### config.mk
export PLATFORM = sky130hd
export DESIGN_NAME = html_entity_decoder_utf8_top_flat
export DESIGN_NICKNAME = d
export VERILOG_FILES = /design/src/hed_pkg.sv /design/src/hed_if.sv /design/src/hed_cmd_fifo.sv /design/src/hed_front.sv /design/src/hed_back.sv /design/src/html_entity_decoder_utf8_top.sv /design/src/flat_wrapper.sv
export SDC_FILE = /design/constraint.sdc
export NUM_CORES = 1
export LEC_CHECK = 0
export BUFFER_PORTS_ARGS = -buffer_cell sky130_fd_sc_hd__buf_2
export CAP_MARGIN = 20
export CORE_MARGIN = 2
export CORE_UTILIZATION = 40
export CTS_BUF_LIST = sky130_fd_sc_hd__clkbuf_4
export DETAILED_ROUTE_END_ITERATION = 8
export PLACE_DENSITY = 0.59
export SYNTH_ARGS = -nofsm -noshare
export SYNTH_HDL_FRONTEND = slang
export SYNTH_SLANG_ARGS = --single-unit
### constraint.sdc
create_clock -name i_clk -period 9.1 [get_ports i_clk]
set_input_delay 0.455 -clock i_clk [delete_from_list [all_inputs] [get_ports i_clk]]
set_output_delay 0.455 -clock i_clk [all_outputs]
set_load 0.01 [all_outputs]
### src/hed_pkg.sv
// Shared types and constants of the HTML character reference decoder.
package hed_pkg;

    // Width of a span length or index into the span buffer
    localparam int LEN_W      = 6;
    // Depth of the request queue between front and back
    localparam int CMDQ_DEPTH = 4;

    // Scanner mode of the front part
    typedef enum logic [1:0] {
        SCAN_PASS,
        SCAN_HOLD,
        SCAN_RAW
    } t_scan_mode;

    // Sequencer state of the back part
    typedef enum logic [1:0] {
        B_IDLE,
        B_FLUSH_RD,
        B_FLUSH_WR,
        B_EMIT
    } t_back_state;

    // What a request asks the back part to emit
    typedef enum logic [1:0] {
        CMD_BYTE,
        CMD_CODE,
        CMD_FLUSH
    } t_cmd_kind;

    // One request: a single byte, a code point, or a held span plus a tail byte
    typedef struct packed {
        t_cmd_kind        kind;
        logic [7:0]       data;
        logic [20:0]      cp;
        logic [LEN_W-1:0] len;
    } t_cmd;

    // Write port of the span buffer
    typedef struct packed {
        logic             en;
        logic [LEN_W-1:0] addr;
        logic [7:0]       data;
    } t_span_wr;

endpackage

### src/hed_if.sv
// Valid/ready channels of the decoder: input text and decoded output.
interface hed_in_if;
    logic       valid;
    logic       ready;
    logic [7:0] text_byte;
    logic       end_of_text;

    modport source (output valid, text_byte, end_of_text, input ready);
    modport sink   (input valid, text_byte, end_of_text, output ready);
endinterface

interface hed_out_if;
    logic       valid;
    logic       ready;
    logic [7:0] out_byte;
    logic       last_of_run;

    modport source (output valid, out_byte, last_of_run, input ready);
    modport sink   (input valid, out_byte, last_of_run, output ready);
endinterface

### src/hed_cmd_fifo.sv
// Short request queue between the front scanner and the back emitter.
module hed_cmd_fifo
    import hed_pkg::*;
(
    input  logic i_clk,
    input  logic i_rst_n,
    input  logic i_push,
    input  t_cmd i_cmd,
    output logic o_full,
    input  logic i_pop,
    output t_cmd o_cmd,
    output logic o_empty
);

    localparam int PW = $clog2(CMDQ_DEPTH);

    t_cmd          r_mem [CMDQ_DEPTH];
    logic [PW-1:0] r_wptr;
    logic [PW-1:0] r_rptr;
    logic [PW:0]   r_count;

    assign o_full  = (r_count == (PW+1)'(CMDQ_DEPTH));
    assign o_empty = (r_count == '0);
    assign o_cmd   = r_mem[r_rptr];

    // pointers and fill count
    always_ff @(posedge i_clk) begin
        if (!i_rst_n) begin
            r_wptr  <= '0;
            r_rptr  <= '0;
            r_count <= '0;
        end else begin
            if (i_push) r_wptr <= r_wptr + PW'(1);
            if (i_pop)  r_rptr <= r_rptr + PW'(1);
            case ({i_push, i_pop})
                2'b10:   r_count <= r_count + (PW+1)'(1);
                2'b01:   r_count <= r_count - (PW+1)'(1);
                default: r_count <= r_count;
            endcase
        end
    end

    // storage
    always_ff @(posedge i_clk) begin
        if (i_push) r_mem[r_wptr] <= i_cmd;
    end

    a_no_push_full: assert property (@(posedge i_clk) disable iff (!i_rst_n)
        i_push |-> !o_full)
        else $error("request pushed into a full queue");

    a_no_pop_empty: assert property (@(posedge i_clk) disable iff (!i_rst_n)
        i_pop |-> !o_empty)
        else $error("request popped from an empty queue");

endmodule

### src/hed_front.sv
// Front scanner: takes text bytes, holds spans, parses references, issues requests.
module hed_front
    import hed_pkg::*;
#(
    parameter int SPAN_MAX = 62
) (
    input  logic     i_clk,
    input  logic     i_rst_n,
    hed_in_if.sink   i_in,
    input  logic     i_q_full,
    input  logic     i_flush_done,
    output logic     o_q_push,
    output t_cmd     o_q_cmd,
    output t_span_wr o_span_wr
);

    localparam int NAME_N = 5;
    // lt, gt, amp, quot, apos, left-aligned
    localparam logic [31:0] NAME_STR [NAME_N] = '{
        32'h6C74_0000, 32'h6774_0000, 32'h616D_7000, 32'h7175_6F74, 32'h6170_6F73};
    localparam logic [LEN_W-1:0] NAME_LEN [NAME_N] = '{
        LEN_W'(2), LEN_W'(2), LEN_W'(3), LEN_W'(4), LEN_W'(4)};
    localparam logic [7:0] NAME_OUT [NAME_N] = '{8'h3C, 8'h3E, 8'h26, 8'h22, 8'h27};

    localparam logic [7:0]  CH_AMP   = 8'h26;
    localparam logic [7:0]  CH_SEMI  = 8'h3B;
    localparam logic [7:0]  CH_HASH  = 8'h23;
    localparam logic [7:0]  CH_X_LO  = 8'h78;
    localparam logic [7:0]  CH_X_UP  = 8'h58;
    localparam logic [31:0] CP_MAX   = 32'h0010_FFFF;
    localparam logic [31:0] SURR_LO  = 32'h0000_D800;
    localparam logic [31:0] SURR_HI  = 32'h0000_DFFF;
    localparam logic [20:0] CP_REPL  = 21'h00FFFD;

    t_scan_mode        r_mode, n_mode;
    logic [LEN_W-1:0]  r_len, n_len;
    logic [NAME_N-1:0] r_nm, n_nm;
    logic              r_num_ok, n_num_ok;
    logic              r_hex, n_hex;
    logic              r_has_dig, n_has_dig;
    logic [31:0]       r_code, n_code;
    logic              r_ovf, n_ovf;
    logic              r_flush_busy, n_flush_busy;

    logic              w_accept;
    logic [7:0]        w_b;
    logic              w_eot;
    logic [LEN_W-1:0]  w_pm1;
    logic [NAME_N-1:0] w_nm_step;
    logic              w_is_dec;
    logic              w_is_hex;
    logic [3:0]        w_dval;
    logic              w_dig_ok;
    logic [35:0]       w_prod;
    logic              w_name_hit;
    logic [7:0]        w_name_char;
    logic              w_num_valid;
    logic              w_cp_bad;

    assign i_in.ready = !r_flush_busy && !i_q_full;
    assign w_accept   = i_in.valid && i_in.ready;
    assign w_b        = i_in.text_byte;
    assign w_eot      = i_in.end_of_text;
    assign w_pm1      = r_len - LEN_W'(1);

    // name prefix tracking, one flag per name
    always_comb begin
        for (int k = 0; k < NAME_N; k++) begin
            w_nm_step[k] = r_nm[k] && (r_len != '0) && (r_len <= NAME_LEN[k]) &&
                           (w_b == NAME_STR[k][31 - 8*int'(w_pm1[1:0]) -: 8]);
        end
    end

    // digit classification and value accumulation
    always_comb begin
        w_is_dec = (w_b >= 8'h30) && (w_b <= 8'h39);
        w_is_hex = w_is_dec || ((w_b >= 8'h61) && (w_b <= 8'h66)) ||
                   ((w_b >= 8'h41) && (w_b <= 8'h46));
        if (w_is_dec)          w_dval = w_b[3:0];
        else                   w_dval = w_b[3:0] + 4'd9;
        w_dig_ok = r_hex ? w_is_hex : w_is_dec;
        if (r_hex) w_prod = {r_code, 4'b0000} + {32'b0, w_dval};
        else       w_prod = {1'b0, r_code, 3'b000} + {3'b000, r_code, 1'b0} + {32'b0, w_dval};
    end

    // reference resolution at the semicolon
    always_comb begin
        w_name_hit  = 1'b0;
        w_name_char = 8'h00;
        for (int k = NAME_N - 1; k >= 0; k--) begin
            if (r_nm[k] && (r_len == NAME_LEN[k] + LEN_W'(1))) begin
                w_name_hit  = 1'b1;
                w_name_char = NAME_OUT[k];
            end
        end
        w_num_valid = r_num_ok && r_has_dig && !r_ovf;
        w_cp_bad    = (r_code == '0) || (r_code > CP_MAX) ||
                      ((r_code >= SURR_LO) && (r_code <= SURR_HI));
    end

    // scanner next state and requests
    always_comb begin
        n_mode       = r_mode;
        n_len        = r_len;
        n_nm         = r_nm;
        n_num_ok     = r_num_ok;
        n_hex        = r_hex;
        n_has_dig    = r_has_dig;
        n_code       = r_code;
        n_ovf        = r_ovf;
        n_flush_busy = r_flush_busy;
        if (i_flush_done) n_flush_busy = 1'b0;
        o_q_push     = 1'b0;
        o_q_cmd      = '{kind: CMD_BYTE, data: w_b, cp: '0, len: r_len};
        o_span_wr    = '{en: 1'b0, addr: r_len, data: w_b};

        if (w_accept) begin
            unique case (r_mode)
                SCAN_HOLD: begin
                    if (w_b == CH_SEMI) begin
                        o_q_push = 1'b1;
                        if (w_name_hit) begin
                            o_q_cmd.kind = CMD_BYTE;
                            o_q_cmd.data = w_name_char;
                        end else if (w_num_valid) begin
                            o_q_cmd.kind = CMD_CODE;
                            o_q_cmd.cp   = w_cp_bad ? CP_REPL : r_code[20:0];
                        end else begin
                            o_q_cmd.kind = CMD_FLUSH;
                            n_flush_busy = 1'b1;
                        end
                        n_mode = SCAN_PASS;
                        n_len  = '0;
                    end else if (w_eot || (r_len >= LEN_W'(SPAN_MAX))) begin
                        // end of text or full buffer: give the span back raw
                        o_q_push     = 1'b1;
                        o_q_cmd.kind = CMD_FLUSH;
                        n_flush_busy = 1'b1;
                        n_mode       = w_eot ? SCAN_PASS : SCAN_RAW;
                        n_len        = '0;
                    end else begin
                        o_span_wr.en = 1'b1;
                        n_len        = r_len + LEN_W'(1);
                        n_nm         = w_nm_step;
                        if (r_len == LEN_W'(1)) begin
                            n_num_ok = (w_b == CH_HASH);
                        end else if ((r_len == LEN_W'(2)) &&
                                     ((w_b == CH_X_LO) || (w_b == CH_X_UP))) begin
                            n_hex = 1'b1;
                        end else begin
                            n_num_ok = r_num_ok && w_dig_ok;
                            if (w_dig_ok) begin
                                n_has_dig = 1'b1;
                                if (w_prod[35:32] != 4'h0) n_ovf = 1'b1;
                                else if (!r_ovf)           n_code = w_prod[31:0];
                            end
                        end
                    end
                end
                SCAN_RAW: begin
                    o_q_push = 1'b1;
                    if ((w_b == CH_SEMI) || w_eot) n_mode = SCAN_PASS;
                end
                default: begin
                    n_mode = SCAN_PASS;
                    if ((w_b == CH_AMP) && !w_eot) begin
                        o_span_wr.en   = 1'b1;
                        o_span_wr.addr = '0;
                        n_len          = LEN_W'(1);
                        n_mode         = SCAN_HOLD;
                        n_nm           = '1;
                        n_num_ok       = 1'b0;
                        n_hex          = 1'b0;
                        n_has_dig      = 1'b0;
                        n_code         = '0;
                        n_ovf          = 1'b0;
                    end else begin
                        o_q_push = 1'b1;
                    end
                end
            endcase
        end
    end

    // control state
    always_ff @(posedge i_clk) begin
        if (!i_rst_n) begin
            r_mode       <= SCAN_PASS;
            r_len        <= '0;
            r_flush_busy <= 1'b0;
        end else begin
            r_mode       <= n_mode;
            r_len        <= n_len;
            r_flush_busy <= n_flush_busy;
        end
    end

    // parse state
    always_ff @(posedge i_clk) begin
        r_nm      <= n_nm;
        r_num_ok  <= n_num_ok;
        r_hex     <= n_hex;
        r_has_dig <= n_has_dig;
        r_code    <= n_code;
        r_ovf     <= n_ovf;
    end

    a_no_write_in_flush: assert property (@(posedge i_clk) disable iff (!i_rst_n)
        r_flush_busy |-> !o_span_wr.en)
        else $error("span buffer written while a flush is still reading it");

    a_len_bound: assert property (@(posedge i_clk) disable iff (!i_rst_n)
        r_len <= LEN_W'(SPAN_MAX))
        else $error("span length beyond buffer depth");

    a_len_only_hold: assert property (@(posedge i_clk) disable iff (!i_rst_n)
        (r_mode != SCAN_HOLD) |-> (r_len == '0))
        else $error("span length left over outside a held span");

endmodule

### src/hed_back.sv
// Back emitter: owns the span buffer and turns requests into output bytes.
module hed_back
    import hed_pkg::*;
#(
    parameter int SPAN_MAX = 62
) (
    input  logic      i_clk,
    input  logic      i_rst_n,
    input  logic      i_q_empty,
    input  t_cmd      i_q_cmd,
    output logic      o_q_pop,
    input  t_span_wr  i_span_wr,
    output logic      o_flush_done,
    hed_out_if.source o_out
);

    localparam int AW = $clog2(SPAN_MAX);

    localparam logic [7:0] UTF_LEAD2 = 8'hC0;
    localparam logic [7:0] UTF_LEAD3 = 8'hE0;
    localparam logic [7:0] UTF_LEAD4 = 8'hF0;
    localparam logic [7:0] UTF_CONT  = 8'h80;

    t_back_state      r_state, n_state;
    t_cmd             r_cmd, n_cmd;
    logic [LEN_W-1:0] r_idx, n_idx;
    logic [7:0]       r_mem [SPAN_MAX];
    logic [7:0]       r_rd_data;
    logic             r_out_valid, n_out_valid;
    logic [7:0]       r_out_byte, n_out_byte;
    logic             r_out_last, n_out_last;

    logic             w_out_free;
    logic [2:0]       w_nb;
    logic [7:0]       w_emit_byte;
    logic             w_emit_last;

    // number of UTF-8 bytes of a code point
    function automatic logic [2:0] utf8_len(input logic [20:0] cp);
        if (cp <= 21'h00007F)      return 3'd1;
        else if (cp <= 21'h0007FF) return 3'd2;
        else if (cp <= 21'h00FFFF) return 3'd3;
        else                       return 3'd4;
    endfunction

    // byte k of the UTF-8 form of a code point that takes n bytes
    function automatic logic [7:0] utf8_byte(input logic [20:0] cp, input logic [2:0] n,
                                              input logic [1:0] k);
        logic [7:0] b;
        b = cp[7:0];
        case (n)
            3'd2: b = (k == 2'd0) ? (UTF_LEAD2 | {3'b000, cp[10:6]}) :
                                    (UTF_CONT | {2'b00, cp[5:0]});
            3'd3: begin
                case (k)
                    2'd0:    b = UTF_LEAD3 | {4'h0, cp[15:12]};
                    2'd1:    b = UTF_CONT | {2'b00, cp[11:6]};
                    default: b = UTF_CONT | {2'b00, cp[5:0]};
                endcase
            end
            3'd4: begin
                case (k)
                    2'd0:    b = UTF_LEAD4 | {5'h00, cp[20:18]};
                    2'd1:    b = UTF_CONT | {2'b00, cp[17:12]};
                    2'd2:    b = UTF_CONT | {2'b00, cp[11:6]};
                    default: b = UTF_CONT | {2'b00, cp[5:0]};
                endcase
            end
            default: b = cp[7:0];
        endcase
        return b;
    endfunction

    assign w_out_free = !r_out_valid || o_out.ready;

    // byte of the current request in the emit step
    always_comb begin
        w_nb        = (r_cmd.kind == CMD_CODE) ? utf8_len(r_cmd.cp) : 3'd1;
        w_emit_byte = (r_cmd.kind == CMD_CODE) ? utf8_byte(r_cmd.cp, w_nb, r_idx[1:0])
                                               : r_cmd.data;
        w_emit_last = (r_idx == (LEN_W'(w_nb) - LEN_W'(1)));
    end

    // sequencer
    always_comb begin
        n_state      = r_state;
        n_cmd        = r_cmd;
        n_idx        = r_idx;
        o_q_pop      = 1'b0;
        o_flush_done = 1'b0;
        n_out_valid  = r_out_valid && !o_out.ready;
        n_out_byte   = r_out_byte;
        n_out_last   = r_out_last;

        unique case (r_state)
            B_IDLE: begin
                if (!i_q_empty) begin
                    o_q_pop = 1'b1;
                    n_cmd   = i_q_cmd;
                    n_idx   = '0;
                    n_state = (i_q_cmd.kind == CMD_FLUSH) ? B_FLUSH_RD : B_EMIT;
                end
            end
            B_FLUSH_RD: begin
                n_state = B_FLUSH_WR;
            end
            B_FLUSH_WR: begin
                if (w_out_free) begin
                    n_out_valid = 1'b1;
                    n_out_byte  = r_rd_data;
                    n_out_last  = 1'b0;
                    if ((r_idx + LEN_W'(1)) == r_cmd.len) begin
                        o_flush_done = 1'b1;
                        n_idx        = '0;
                        n_state      = B_EMIT;
                    end else begin
                        n_idx   = r_idx + LEN_W'(1);
                        n_state = B_FLUSH_RD;
                    end
                end
            end
            B_EMIT: begin
                if (w_out_free) begin
                    n_out_valid = 1'b1;
                    n_out_byte  = w_emit_byte;
                    n_out_last  = w_emit_last;
                    if (!w_emit_last) begin
                        n_idx = r_idx + LEN_W'(1);
                    end else if (!i_q_empty) begin
                        // chain straight into the next request
                        o_q_pop = 1'b1;
                        n_cmd   = i_q_cmd;
                        n_idx   = '0;
                        n_state = (i_q_cmd.kind == CMD_FLUSH) ? B_FLUSH_RD : B_EMIT;
                    end else begin
                        n_state = B_IDLE;
                    end
                end
            end
            default: n_state = B_IDLE;
        endcase
    end

    // control state
    always_ff @(posedge i_clk) begin
        if (!i_rst_n) begin
            r_state     <= B_IDLE;
            r_idx       <= '0;
            r_out_valid <= 1'b0;
        end else begin
            r_state     <= n_state;
            r_idx       <= n_idx;
            r_out_valid <= n_out_valid;
        end
    end

    // request and output payload
    always_ff @(posedge i_clk) begin
        r_cmd      <= n_cmd;
        r_out_byte <= n_out_byte;
        r_out_last <= n_out_last;
    end

    // span buffer, one write and one registered read port
    always_ff @(posedge i_clk) begin
        if (i_span_wr.en) r_mem[i_span_wr.addr[AW-1:0]] <= i_span_wr.data;
        if (r_state == B_FLUSH_RD) r_rd_data <= r_mem[r_idx[AW-1:0]];
    end

    assign o_out.valid       = r_out_valid;
    assign o_out.out_byte    = r_out_byte;
    assign o_out.last_of_run = r_out_last;

    a_flush_nonempty: assert property (@(posedge i_clk) disable iff (!i_rst_n)
        (r_state == B_FLUSH_RD) |-> (r_cmd.len != '0))
        else $error("flush of an empty span");

    a_flush_kind: assert property (@(posedge i_clk) disable iff (!i_rst_n)
        ((r_state == B_FLUSH_RD) || (r_state == B_FLUSH_WR)) |-> (r_cmd.kind == CMD_FLUSH))
        else $error("buffer read for a request that is not a flush");

endmodule

### src/html_entity_decoder_utf8_top.sv
// Top level of the streaming HTML character reference decoder with UTF-8 output.
//
// Input channel i_in carries one text byte per request with an end_of_text flag;
// output channel o_out carries decoded bytes, last_of_run marking the final byte
// caused by one input byte. Both are valid/ready.
// Plain bytes pass through at one byte per cycle while the output takes them; a
// taken byte goes through the scanner, request queue, emit step and output register.
// From an ampersand, bytes are held in a SPAN_MAX-byte buffer and give no output
// until a semicolon, end of text or a full buffer resolves the span. A named or
// numeric reference gives one to four bytes at one byte per cycle while the output
// takes them. A span given back raw is read from the buffer byte by byte (address,
// then registered data); the input is held off until the last held byte is read.
// A four-entry request queue lets the scanner keep taking bytes while the
// output is stalled; when the queue fills, i_in.ready drops.
// Reset (synchronous, active low) returns to pass-through, empties the queue
// and drops o_out.valid; buffer contents are not cleared.
module html_entity_decoder_utf8_top
    import hed_pkg::*;
#(
    parameter int SPAN_MAX = 62
) (
    input  logic      i_clk,
    input  logic      i_rst_n,
    hed_in_if.sink    i_in,
    hed_out_if.source o_out
);

    logic     w_q_push;
    t_cmd     w_q_cmd_in;
    logic     w_q_full;
    logic     w_q_pop;
    t_cmd     w_q_cmd_out;
    logic     w_q_empty;
    t_span_wr w_span_wr;
    logic     w_flush_done;

    // scanner
    hed_front #(.SPAN_MAX(SPAN_MAX)) u_front (
        .i_clk        (i_clk),
        .i_rst_n      (i_rst_n),
        .i_in         (i_in),
        .i_q_full     (w_q_full),
        .i_flush_done (w_flush_done),
        .o_q_push     (w_q_push),
        .o_q_cmd      (w_q_cmd_in),
        .o_span_wr    (w_span_wr)
    );

    // request queue
    hed_cmd_fifo u_fifo (
        .i_clk   (i_clk),
        .i_rst_n (i_rst_n),
        .i_push  (w_q_push),
        .i_cmd   (w_q_cmd_in),
        .o_full  (w_q_full),
        .i_pop   (w_q_pop),
        .o_cmd   (w_q_cmd_out),
        .o_empty (w_q_empty)
    );

    // emitter
    hed_back #(.SPAN_MAX(SPAN_MAX)) u_back (
        .i_clk        (i_clk),
        .i_rst_n      (i_rst_n),
        .i_q_empty    (w_q_empty),
        .i_q_cmd      (w_q_cmd_out),
        .o_q_pop      (w_q_pop),
        .i_span_wr    (w_span_wr),
        .o_flush_done (w_flush_done),
        .o_out        (o_out)
    );

endmodule

### src/flat_wrapper.sv
// flat-port wrapper written by rule: the top's interface ports become plain ports
module html_entity_decoder_utf8_top_flat import hed_pkg::*;
#(
    parameter int SPAN_MAX = 62
)
  (i_clk, i_rst_n, i_in_valid, i_in_text_byte, i_in_end_of_text, i_in_ready, o_out_valid, o_out_out_byte, o_out_last_of_run, o_out_ready);
  hed_in_if i_in_i ();
  hed_out_if o_out_i ();
  input  logic i_clk;
  input  logic i_rst_n;
  input wire logic [$bits(i_in_i.valid)-1:0] i_in_valid;
  input wire logic [$bits(i_in_i.text_byte)-1:0] i_in_text_byte;
  input wire logic [$bits(i_in_i.end_of_text)-1:0] i_in_end_of_text;
  output wire logic [$bits(i_in_i.ready)-1:0] i_in_ready;
  output wire logic [$bits(o_out_i.valid)-1:0] o_out_valid;
  output wire logic [$bits(o_out_i.out_byte)-1:0] o_out_out_byte;
  output wire logic [$bits(o_out_i.last_of_run)-1:0] o_out_last_of_run;
  input wire logic [$bits(o_out_i.ready)-1:0] o_out_ready;
  assign i_in_i.valid = i_in_valid;
  assign i_in_i.text_byte = i_in_text_byte;
  assign i_in_i.end_of_text = i_in_end_of_text;
  assign i_in_ready = i_in_i.ready;
  assign o_out_valid = o_out_i.valid;
  assign o_out_out_byte = o_out_i.out_byte;
  assign o_out_last_of_run = o_out_i.last_of_run;
  assign o_out_i.ready = o_out_ready;
  html_entity_decoder_utf8_top #(.SPAN_MAX(SPAN_MAX)) u_core (.i_clk(i_clk), .i_rst_n(i_rst_n), .i_in(i_in_i), .o_out(o_out_i));
endmodule
==> out/metrics.json <==
{
  "clk-insertion-delay-late": {"value": 1.03, "unit": "ns"},
  "timing.critical_path.cells": {"value": "dlygate4sd3_1 > buf_2 > inv_1 > ha_1 > nor2_1 > o21ai_0 > and3_1 > a31oi_1 > xnor2_1 > fa_1 > fa_1 > nand2b_1 > a21oi_1 > a31o_2 > a21oi_1 > a31oi_1 > a41oi_1 > mux2i_1 > a32o_2 > nand2b_1 > a21oi_4 > buf_16"},
  "largest_net_degree_at_the_start_of_global_routing": {"value": 79},
  "hpwl": {"value": 48520, "unit": "um"},
  "period_needed": {"value": 5.879, "unit": "ns"},
  "dr_total_vias": {"value": 18820},
  "result_of_the_run": {"value": "finished, final reports clean"},
  "leakage": {"value": 12.18, "unit": "nW"},
  "place.gp.congestion": {"value": 0.8446},
  "core-area": {"value": 83420, "unit": "sq um"},
  "crit_path_max_fanout": {"value": 22},
  "total_of_warnings_raised_by_yosys": {"value": 0},
  "multiInputGateArea": {"value": 10290, "unit": "sq um"},
  "fp.dieW": {"value": 293.9, "unit": "um"},
  "fp.dieH": {"value": 293.9, "unit": "um"},
  "worstSetupStartpointType": {"value": "input port"},
  "cts.repair_timing.setup_buffer_count": {"value": 0},
  "synth_area_per_cell": {"value": 16.65, "unit": "sq um"},
  "drc": {"value": 0},
  "gr-total-overflow": {"value": 0},
  "commonest_register_cell_after_synthesis": {"value": "edfxtp_1"},
  "power_density": {"value": 230.1, "unit": "nW/um^2"},
  "combPwrFrac": {"value": 0.181},
  "viasPerCell": {"value": 5.551},
  "cts-root-buf": {"value": "clkbuf_4"},
  "cp_num_buf_inv": {"value": 4},
  "cpMaxStageDelayCell": {"value": "dlygate4sd3_1"},
  "syn-cell-area": {"value": 33610, "unit": "sq um"},
  "postSynth.asyncResetShare": {"value": 0},
  "flow.area_growth_from_synthesis": {"value": 11.16, "unit": "%"},
  "class_of_the_tightest_hold_or_removal_check": {"value": "input port to flop"},
  "synth-edff-count": {"value": 739},
  "detail-route-antenna-nets": {"value": 0},
  "layout.area.seq": {"value": 22740, "unit": "sq um"},
  "synth_top_area_frac": {"value": 0.6603},
  "io_pins": {"value": 24},
  "setup_total_negative_slack": {"value": 0, "unit": "ns"},
  "swShare": {"value": 0.2689},
  "cts_buffers": {"value": 189},
  "tritoncts_num_sinks": {"value": 766},
  "required": {"value": 9.82, "unit": "ns"},
  "power.ir.vdd_worst": {"value": 0.1401, "unit": "mV"},
  "ctsHtreeMaxLevel": {"value": 4},
  "clock_tree_from_tritoncts": {"value": "built"},
  "fin_worst_skew": {"value": 0.06634, "unit": "ns"},
  "grt_antenna_before_repair": {"value": 4},
  "setup_viol": {"value": 0},
  "detail_route.wl_per_cell": {"value": 22.72, "unit": "um"},
  "start_util": {"value": 0.4029},
  "grt_setup_unrepaired": {"value": "no"},
  "ctsLongestPathBuffers": {"value": 3},
  "timing.critical_path.arrival": {"value": 6.60, "unit": "ns"},
  "maxCapViolCount": {"value": 0},
  "timing.slew.headroom": {"value": 0.2390},
  "cts_hold_repair.buffers": {"value": 10},
  "finalHoldViolCount": {"value": 0},
  "critical_path.top_delay_family": {"value": "compound AO/OA/AOI/OAI gates"},
  "synth_seq_cells": {"value": 766},
  "worstSetupPathType": {"value": "input port to flop"},
  "synth_largest_area_cell": {"value": "edfxtp_1"},
  "critical_path.endpoint_type": {"value": "flop"},
  "number_of_global_route_vias_before_repair": {"value": 19430},
  "drv_slew": {"value": 0},
  "synth.net_count": {"value": 2131},
  "ctsResizeCount": {"value": 0},
  "ys_seq_area_frac": {"value": 0.6763},
  "netSwitchingPower": {"value": 2.312, "unit": "mW"},
  "fillerInstances": {"value": 7275},
  "die-area": {"value": 86360, "unit": "sq um"},
  "share_of_post_route_cells_with_drive_strength_above_1": {"value": 0.2469},
  "post_synth_main_area_contributors": {"value": "edfxtp_1, mux4_2, ha_1"},
  "placement_rows": {"value": 106},
  "mostFrequentLayoutCell": {"value": "edfxtp_1"},
  "power_frac_clock": {"value": 0.320},
  "detailedRoute.firstIterationViolations": {"value": 1862},
  "most-common-layout-cells": {"value": "edfxtp_1, clkbuf_4, mux4_2"},
  "io_buffers": {"value": 23},
  "detail_route.wirelength": {"value": 77010, "unit": "um"},
  "seq_power_share": {"value": 0.499},
  "worst_slew_pin_slew": {"value": 1.142, "unit": "ns"},
  "fmaxAchievable": {"value": 170.1, "unit": "MHz"},
  "power.internal": {"value": 6.285, "unit": "mW"},
  "layout_worst_path_cycle_share": {"value": 0.6460},
  "total_iterations_of_the_first_detailed_routing_run": {"value": 8},
  "syn_inst_count": {"value": 2018},
  "clk_pin_slew_worst_paths": {"value": 0.07, "unit": "ns"},
  "p_total": {"value": 8.598, "unit": "mW"},
  "nets": {"value": 2287},
  "synthDistinctLibCells": {"value": 76},
  "critical_path.max_stage_delay": {"value": 0.52, "unit": "ns"},
  "grt_pass1_wl": {"value": 118000, "unit": "um"},
  "groute.usage.overall": {"value": 0.1822}
}
## worst register-to-register path, cell delays in order, from the launching register on
cell	delay (ns)
edfxtp_1	0.43
or4_1	0.62
nor2_1	0.15
nand2_1	0.07
nor2_1	0.56
or3_1	0.23
ha_1	0.16
ha_1	0.25
xnor2_1	0.14
nand3_1	0.14
nor3b_2	0.29
a21oi_1	0.13
nor3_2	0.26
ha_1	0.24
inv_1	0.06
fa_1	0.37
xor2_1	0.16
or3_1	0.30
a21boi_0	0.16
## area by class of cell
type | count | area share
well taps | 1080 | 0.03617
clock inverters | 51 | 0.007401
repair buffers | 61 | 0.01273
inverters | 47 | 0.004722
diodes | 5 | 0.0003349
multi-input cells | 1109 | 0.2755
flip-flops and latches | 766 | 0.6087
clock buffers | 271 | 0.05445
## state kept, by name (all words and copies together), names as in the netlist, 2 cells and up, named ones only
signal,flops
u_core.u_back.r_mem,496
u_core.u_fifo.r_mem,148
u_core.u_back.r_cmd,37
u_core.u_front.r_code,32
u_core.u_back.o_out.out_byte,8
u_core.u_back.r_rd_data,8
u_core.u_back.r_idx,6
u_core.u_front.r_len,6
u_core.u_front.r_nm,5
u_core.u_fifo.r_count,3
u_core.u_back.r_state,2
u_core.u_fifo.r_rptr,2
u_core.u_fifo.r_wptr,2
u_core.u_front.r_mode,2
## cell families (layout without fill, tap and decap cells)
| group | after synthesis | count (layout) | share of synthesized area |
|---|---|---|---|
| xor+xnor | 59 | 59 | 0.01537 |
| mux | 216 | 216 | 0.1370 |
| other cells | 0 | 5 | 0 |
| simple gates | 474 | 474 | 0.06615 |
| compound gates | 260 | 260 | 0.04907 |
| fa+ha+maj | 100 | 100 | 0.03790 |
| buf+inv | 143 | 430 | 0.01820 |
| flops | 766 | 766 | 0.6763 |
## synth_stat cells, types with 9 or more instances
| master | n |
|---|---|
| a211oi_1 | 9 |
| a21o_1 | 15 |
| a21oi_1 | 77 |
| a31oi_1 | 9 |
| and2_1 | 29 |
| and3_1 | 16 |
| buf_1 | 13 |
| buf_2 | 13 |
| clkbuf_1 | 60 |
| dfxtp_1 | 27 |
| edfxtp_1 | 739 |
| ha_1 | 97 |
| inv_1 | 45 |
| mux2_2 | 11 |
| mux2i_1 | 11 |
| mux4_2 | 194 |
| nand2_1 | 98 |
| nand2b_1 | 18 |
| nand3_1 | 32 |
| nand4_1 | 20 |
| nor2_1 | 190 |
| nor2b_1 | 13 |
| nor3_1 | 23 |
| o211ai_1 | 15 |
| o21ai_0 | 69 |
| xnor2_1 | 36 |
| xor2_1 | 23 |
## through the flow
stage | area [sq um] | worst slack (ns) | instances | utilization | hold slack (ns)
finish | 37360 | 3.221 | 3390 | 0.4479 | 0.1319
global placement | 34860 | 2.605 | 3049 | 0.4178 | 0.4893
global route | 37360 | 2.991 | 3390 | 0.4479 | 0.04541
CTS | 37270 | 3.105 | 3382 | 0.4468 | 0.0009209
floorplan | 33610 | 3.242 | 2018 | - | 0.4583
detailed placement | 34860 | 2.367 | 3050 | 0.4179 | 0.5045
## power groups by stage
| stage | sequential, mW | combinational (mW) | clock (mW) |
|---|---|---|---|
| 3_5_place_dp | 4.36 | 1.58 | 0 |
| 6_report | 4.29 | 1.56 | 2.76 |
| 4_1_cts | 4.29 | 1.58 | 2.85 |
| 5_1_grt | 4.31 | 1.70 | 3.03 |
| 3_3_place_gp | 4.36 | 1.55 | 0 |
| 2_1_floorplan | 4.30 | 1.16 | 0 |
## per-layer routing
metal	GRT usage	part of all wire
met3	0.04532	0.065
met4	0.05052	0.014
met2	0.2890	0.48
met5	0	0.00017
met1	0.2505	0.44
## final timing paths
check,slack [ns],startpoint,cells after the start,endpoint
worst max register to register,4.28,u_core.u_back.r_cmd[21]$_DFFE_PP_,18,u_core.u_fifo.r_count[2]$_SDFFE_PN0P_
worst min-delay path,0.13,i_in_text_byte[5],2,u_core.u_back.r_mem[35][5]$_DFFE_PP_
worst min register to register,0.52,u_core.u_fifo.r_count[2]$_SDFFE_PN0P_,2,u_core.u_fifo.r_count[2]$_SDFFE_PN0P_
worst max-delay path,3.22,i_in_text_byte[0],22,u_core.u_front.r_code[19]$_SDFFCE_PN0P_
Power figures use the tool's default switching activity.
